`config.mk`:
```
export PLATFORM = sky130hd
export DESIGN_NAME = gkjh_mul
export DESIGN_NICKNAME = d
export VERILOG_FILES = /design/src/hw/rtl/gkjh_pkg.sv /design/src/hw/rtl/gkjh_mul.sv
export SDC_FILE = /design/constraint.sdc
export NUM_CORES = 1
export LEC_CHECK = 0
export ABC_CLOCK_PERIOD_IN_PS = 7200
export BUFFER_PORTS_ARGS = -buffer_cell sky130_fd_sc_hd__buf_2
export CORE_ASPECT_RATIO = 1.1
export CORE_MARGIN = 2
export CORE_UTILIZATION = 51
export CTS_BUF_LIST = sky130_fd_sc_hd__clkbuf_2 sky130_fd_sc_hd__clkbuf_4 sky130_fd_sc_hd__clkbuf_8
export DETAILED_ROUTE_END_ITERATION = 12
export MAX_ROUTING_LAYER = met4
export PLACE_DENSITY = 0.68
export SYNTH_ARGS = -nofsm -noshare
export SYNTH_HDL_FRONTEND = slang
export SYNTH_SLANG_ARGS = --single-unit
```
`constraint.sdc`:
```
create_clock -name clk -period 7.2 [get_ports clk]
set_clock_uncertainty 0.2 [all_clocks]
set_input_delay 1.08 -clock clk [delete_from_list [all_inputs] [get_ports clk]]
set_output_delay 1.08 -clock clk [all_outputs]
set_load 0.03 [all_outputs]
```
`src/hw/rtl/gkjh_pkg.sv`:
```
// Package for the Gaussian kernel joint histogram.
// Holds sizes, command and register codes, the sequencer states, the kernel table and a saturating add.
// No dependencies.
package gkjh_pkg;

  localparam int NBINS_DEF = 16;
  localparam int ACC_W     = 40;
  localparam int CFG_W     = 32;
  localparam int CFG_IDX_W = 3;
  localparam int MUL_AW    = 24;
  localparam int MUL_BW    = 18;
  localparam int MUL_PW    = MUL_AW + MUL_BW;

  localparam logic [ACC_W-1:0] ACC_MAX = {ACC_W{1'b1}};

  localparam logic [2:0] KIND_ADD   = 3'd0;
  localparam logic [2:0] KIND_JOINT = 3'd1;
  localparam logic [2:0] KIND_XMARG = 3'd2;
  localparam logic [2:0] KIND_YMARG = 3'd3;
  localparam logic [2:0] KIND_CLEAR = 3'd4;

  localparam logic [CFG_IDX_W-1:0] CFG_X_ORIGIN = 3'd0;
  localparam logic [CFG_IDX_W-1:0] CFG_Y_ORIGIN = 3'd1;
  localparam logic [CFG_IDX_W-1:0] CFG_X_WIDTH  = 3'd2;
  localparam logic [CFG_IDX_W-1:0] CFG_Y_WIDTH  = 3'd3;
  localparam logic [CFG_IDX_W-1:0] CFG_INV_SIG  = 3'd4;
  localparam logic [CFG_IDX_W-1:0] CFG_WEIGHT   = 3'd5;

  typedef enum logic [3:0] {
    ST_CLR,
    ST_IDLE,
    ST_DLO,
    ST_DHI,
    ST_DSUM,
    ST_DSQ,
    ST_DCAP,
    ST_INTERP,
    ST_KERN,
    ST_WMUL,
    ST_ACC,
    ST_RWR,
    ST_RDWAIT,
    ST_RDSEL,
    ST_RESP
  } state_t;

  typedef struct packed {
    logic joint;
    logic row;
    logic col;
  } store_we_t;

  function automatic logic [15:0] gauss_tab(input logic [4:0] n);
    logic [15:0] v;
    unique case (n)
      5'd0:  v = 16'd26145;
      5'd1:  v = 16'd15858;
      5'd2:  v = 16'd9618;
      5'd3:  v = 16'd5834;
      5'd4:  v = 16'd3538;
      5'd5:  v = 16'd2146;
      5'd6:  v = 16'd1302;
      5'd7:  v = 16'd790;
      5'd8:  v = 16'd479;
      5'd9:  v = 16'd290;
      5'd10: v = 16'd176;
      5'd11: v = 16'd107;
      5'd12: v = 16'd65;
      5'd13: v = 16'd39;
      5'd14: v = 16'd24;
      5'd15: v = 16'd14;
      5'd16: v = 16'd9;
      default: v = 16'd0;
    endcase
    return v;
  endfunction

  function automatic logic [ACC_W-1:0] sat_add(input logic [ACC_W-1:0] a,
                                              input logic [ACC_W-1:0] b);
    logic [ACC_W:0] s;
    s = {1'b0, a} + {1'b0, b};
    return s[ACC_W] ? ACC_MAX : s[ACC_W-1:0];
  endfunction

endpackage

```
`src/hw/rtl/gkjh_mul.sv`:
```
// Shared unsigned multiplier with registered product.
// Depends on gkjh_pkg.
module gkjh_mul (
  input  logic                        clk,
  input  logic [gkjh_pkg::MUL_AW-1:0] a,
  input  logic [gkjh_pkg::MUL_BW-1:0] b,
  output logic [gkjh_pkg::MUL_PW-1:0] p_r
);

  always_ff @(posedge clk) begin
    p_r <= gkjh_pkg::MUL_PW'(a) * gkjh_pkg::MUL_PW'(b);
  end

endmodule

```
==> results.cfg <==
[clocking]
ctsRootBufferMaster = clkbuf_8
cts_setup_buffers = 0
clk_path_buf_depth = 2
cts_hold_buf = 0
numCtsBuffers = 5
cts_num_sinks = 42
postCtsResizedCells = 0
h-tree-depth = 2
clkTransAtPathRegs_ns = 0.09
cts_tree = done

[sta]
setup_ws_ns = 0.245
rsz0062_at_grt = no
setup_viol = 0
relSlewSlack_pct = 60.6
tightest_slew_ns = 0.587
slew_violations = 0
hold_viol = 0
period_needed_ns = 6.95
fin_crit_sh_pct = 96.6
max_freq_ghz = 0.144

[synthesis]
syn_area_per_cell_um2 = 8.89
yosysWarningCount = 0
synth-edff-count = 0
ys.flop_type = dfxtp_1
synthArstFlopShare_pct = 0
synth_area_mm2 = 0.0148
synth_cell_type_count = 59
synth_cells = 1665
ys_seq_elements = 42
ys_seq_area_share_pct = 5.68
syn-num-nets = 2176

[cells_and_area]
nets = 2239
fin_cells = 2098
drive_gt1_share_pct = 9.54
area_growth_pct = 7.24
fin_util_pct = 55.4
top_regs = p_r (42)
final_cell_mix = inv_1, fa_1, nand2_1
largest_reg_flops = 42
final_common_cell = inv_1
regMostFlops = p_r
fin_area_mm2 = 0.0159

[route]
wirelength_met1_um = 13700
drt_first_pass_iters = 7
wl_met3_um = 1570
vias_per_cell = 5.28
detail-route-antenna-nets = 0
wire_per_inst_um = 17.7
topRoutingLayerUsed = met4
wirelength_um = 37200
vias = 11100
drt_iter0_markers = 519
drc_errors = 0
wl_met2_um = 20200

[floorplanning]
start_util_pct = 51.7
ios = 85
rows = 65
die_x_um = 166
core_area_mm2 = 0.0286
fp.dieH_um = 183
design.die.area_mm2 = 0.0304

[global_routing]
antenna_found_initial = 0
globalRouteOverflowTotal = 0
grt_pass1_wl_um = 60800
grt_use_total_pct = 26.1
grt_pass1_vias = 12100
grt_max_degree = 25

[run_status]
outcome = complete, no violations

[worst_hold_path]
hp-class = primary input to flip-flop
min_from = a[0]
hold_depth = 3
holdPathEnd = p_r[0]

[setup_path]
crit_path_end_kind = flip-flop
cp_max_fo = 12
crit_type = primary input to flip-flop
critical_path_required_ns = 7.23
crit_arrival_ns = 6.99
cp-start-kind = primary input

[placement]
dp_hpwl_um = 31100
dp_cells = 2089
port_buffers = 84
gp_congestion = 0.895
post-place-ws_ns = -0.123
placed_area_mm2 = 0.0157

[run]
cap_violations = 0
-- metal layers --
layer  vias up  GRT usage [%]
met1      5715           29.7
li1       4943              -
met4         0           9.97
met5         -              -
met3        91           2.15
met2       327           48.1
-- worst max-delay path by stage --
stage	start	end	slack [ns]	cells past startpoint
2_1_floorplan	a[11]	p_r[38]	0.28	22
3_3_place_gp	b[3]	p_r[38]	0.03	21
3_5_place_dp	b[3]	p_r[38]	-0.12	21
4_1_cts	b[3]	p_r[41]	0.18	20
5_1_grt	b[3]	p_r[39]	0.03	22
6_report	a[13]	p_r[39]	0.25	20
-- critical path: stages --
cell	delay, ns
buf_2	0.32
nand2_1	0.15
fa_1	0.56
inv_1	0.06
fa_1	0.55
inv_1	0.06
fa_1	0.50
inv_1	0.06
fa_1	0.56
fa_1	0.43
fa_1	0.44
ha_1	0.39
a21oi_1	0.32
o21ai_0	0.13
a21oi_1	0.21
nor2_1	0.08
a2111oi_0	0.42
o31ai_1	0.25
a31oi_1	0.26
xnor2_1	0.14
-- metrics by stage --
stage | TNS, ns | hold WS, ns
finish | 0 | 1.17
global route | 0 | 1.19
CTS | 0 | 1.18
detailed placement | -0.468 | 1.31
global placement | 0 | 1.31
floorplan | 0 | 1.00
-- final cells by class --
| type | instances | area [um^2] |
|---|---|---|
| diodes | 1 | 2.50 |
| clock buffers | 6 | 76.3 |
| inverters | 414 | 1550 |
| flip-flops and latches | 42 | 841 |
| well taps | 368 | 460 |
| repair buffers | 133 | 798 |
| multi-input cells | 1132 | 12100 |
| fillers | 2669 | 12800 |
| clock inverters | 2 | 37.5 |
-- logic make-up after synthesis --
logic type | Yosys count | synth area share (%)
simple gates | 518 | 16.8
buf+inv | 491 | 12.6
fa+ha+maj | 468 | 57.4
compound gates | 109 | 5.31
flops | 42 | 5.68
xor+xnor | 37 | 2.24
-- synthesized netlist by cell type (all sizes together) (2+ instances only) --
cell type  instances  area (um^2)
inv              414         1550
fa               352         7050
nand2            296         1110
and2             169         1060
ha               116         1450
clkbuf            72          270
dfxtp             42          841
a21oi             35          201
a21o              26          203
xnor2             21          191
o21ai             19         98.8
xor2              16          140
nor2              14         52.6
nand3              9         50.1
and3               8         56.3
a31oi              7         73.8
nand4              7         50.1
buf                5         33.8
nor2b              4         25.0
o211ai             3         27.5
o21bai             3         22.5
a2111oi            2         23.8
a21boi             2         15.0
a41oi              2         25.0
nand3b             2         15.0
o221ai             2         17.5
o31ai              2         20.0
or3                2         12.5
or4                2         18.8
Power is left out: the tool's default activity adds up to more than one toggle a clock period on the data nets, which glitch-free logic cannot reach.
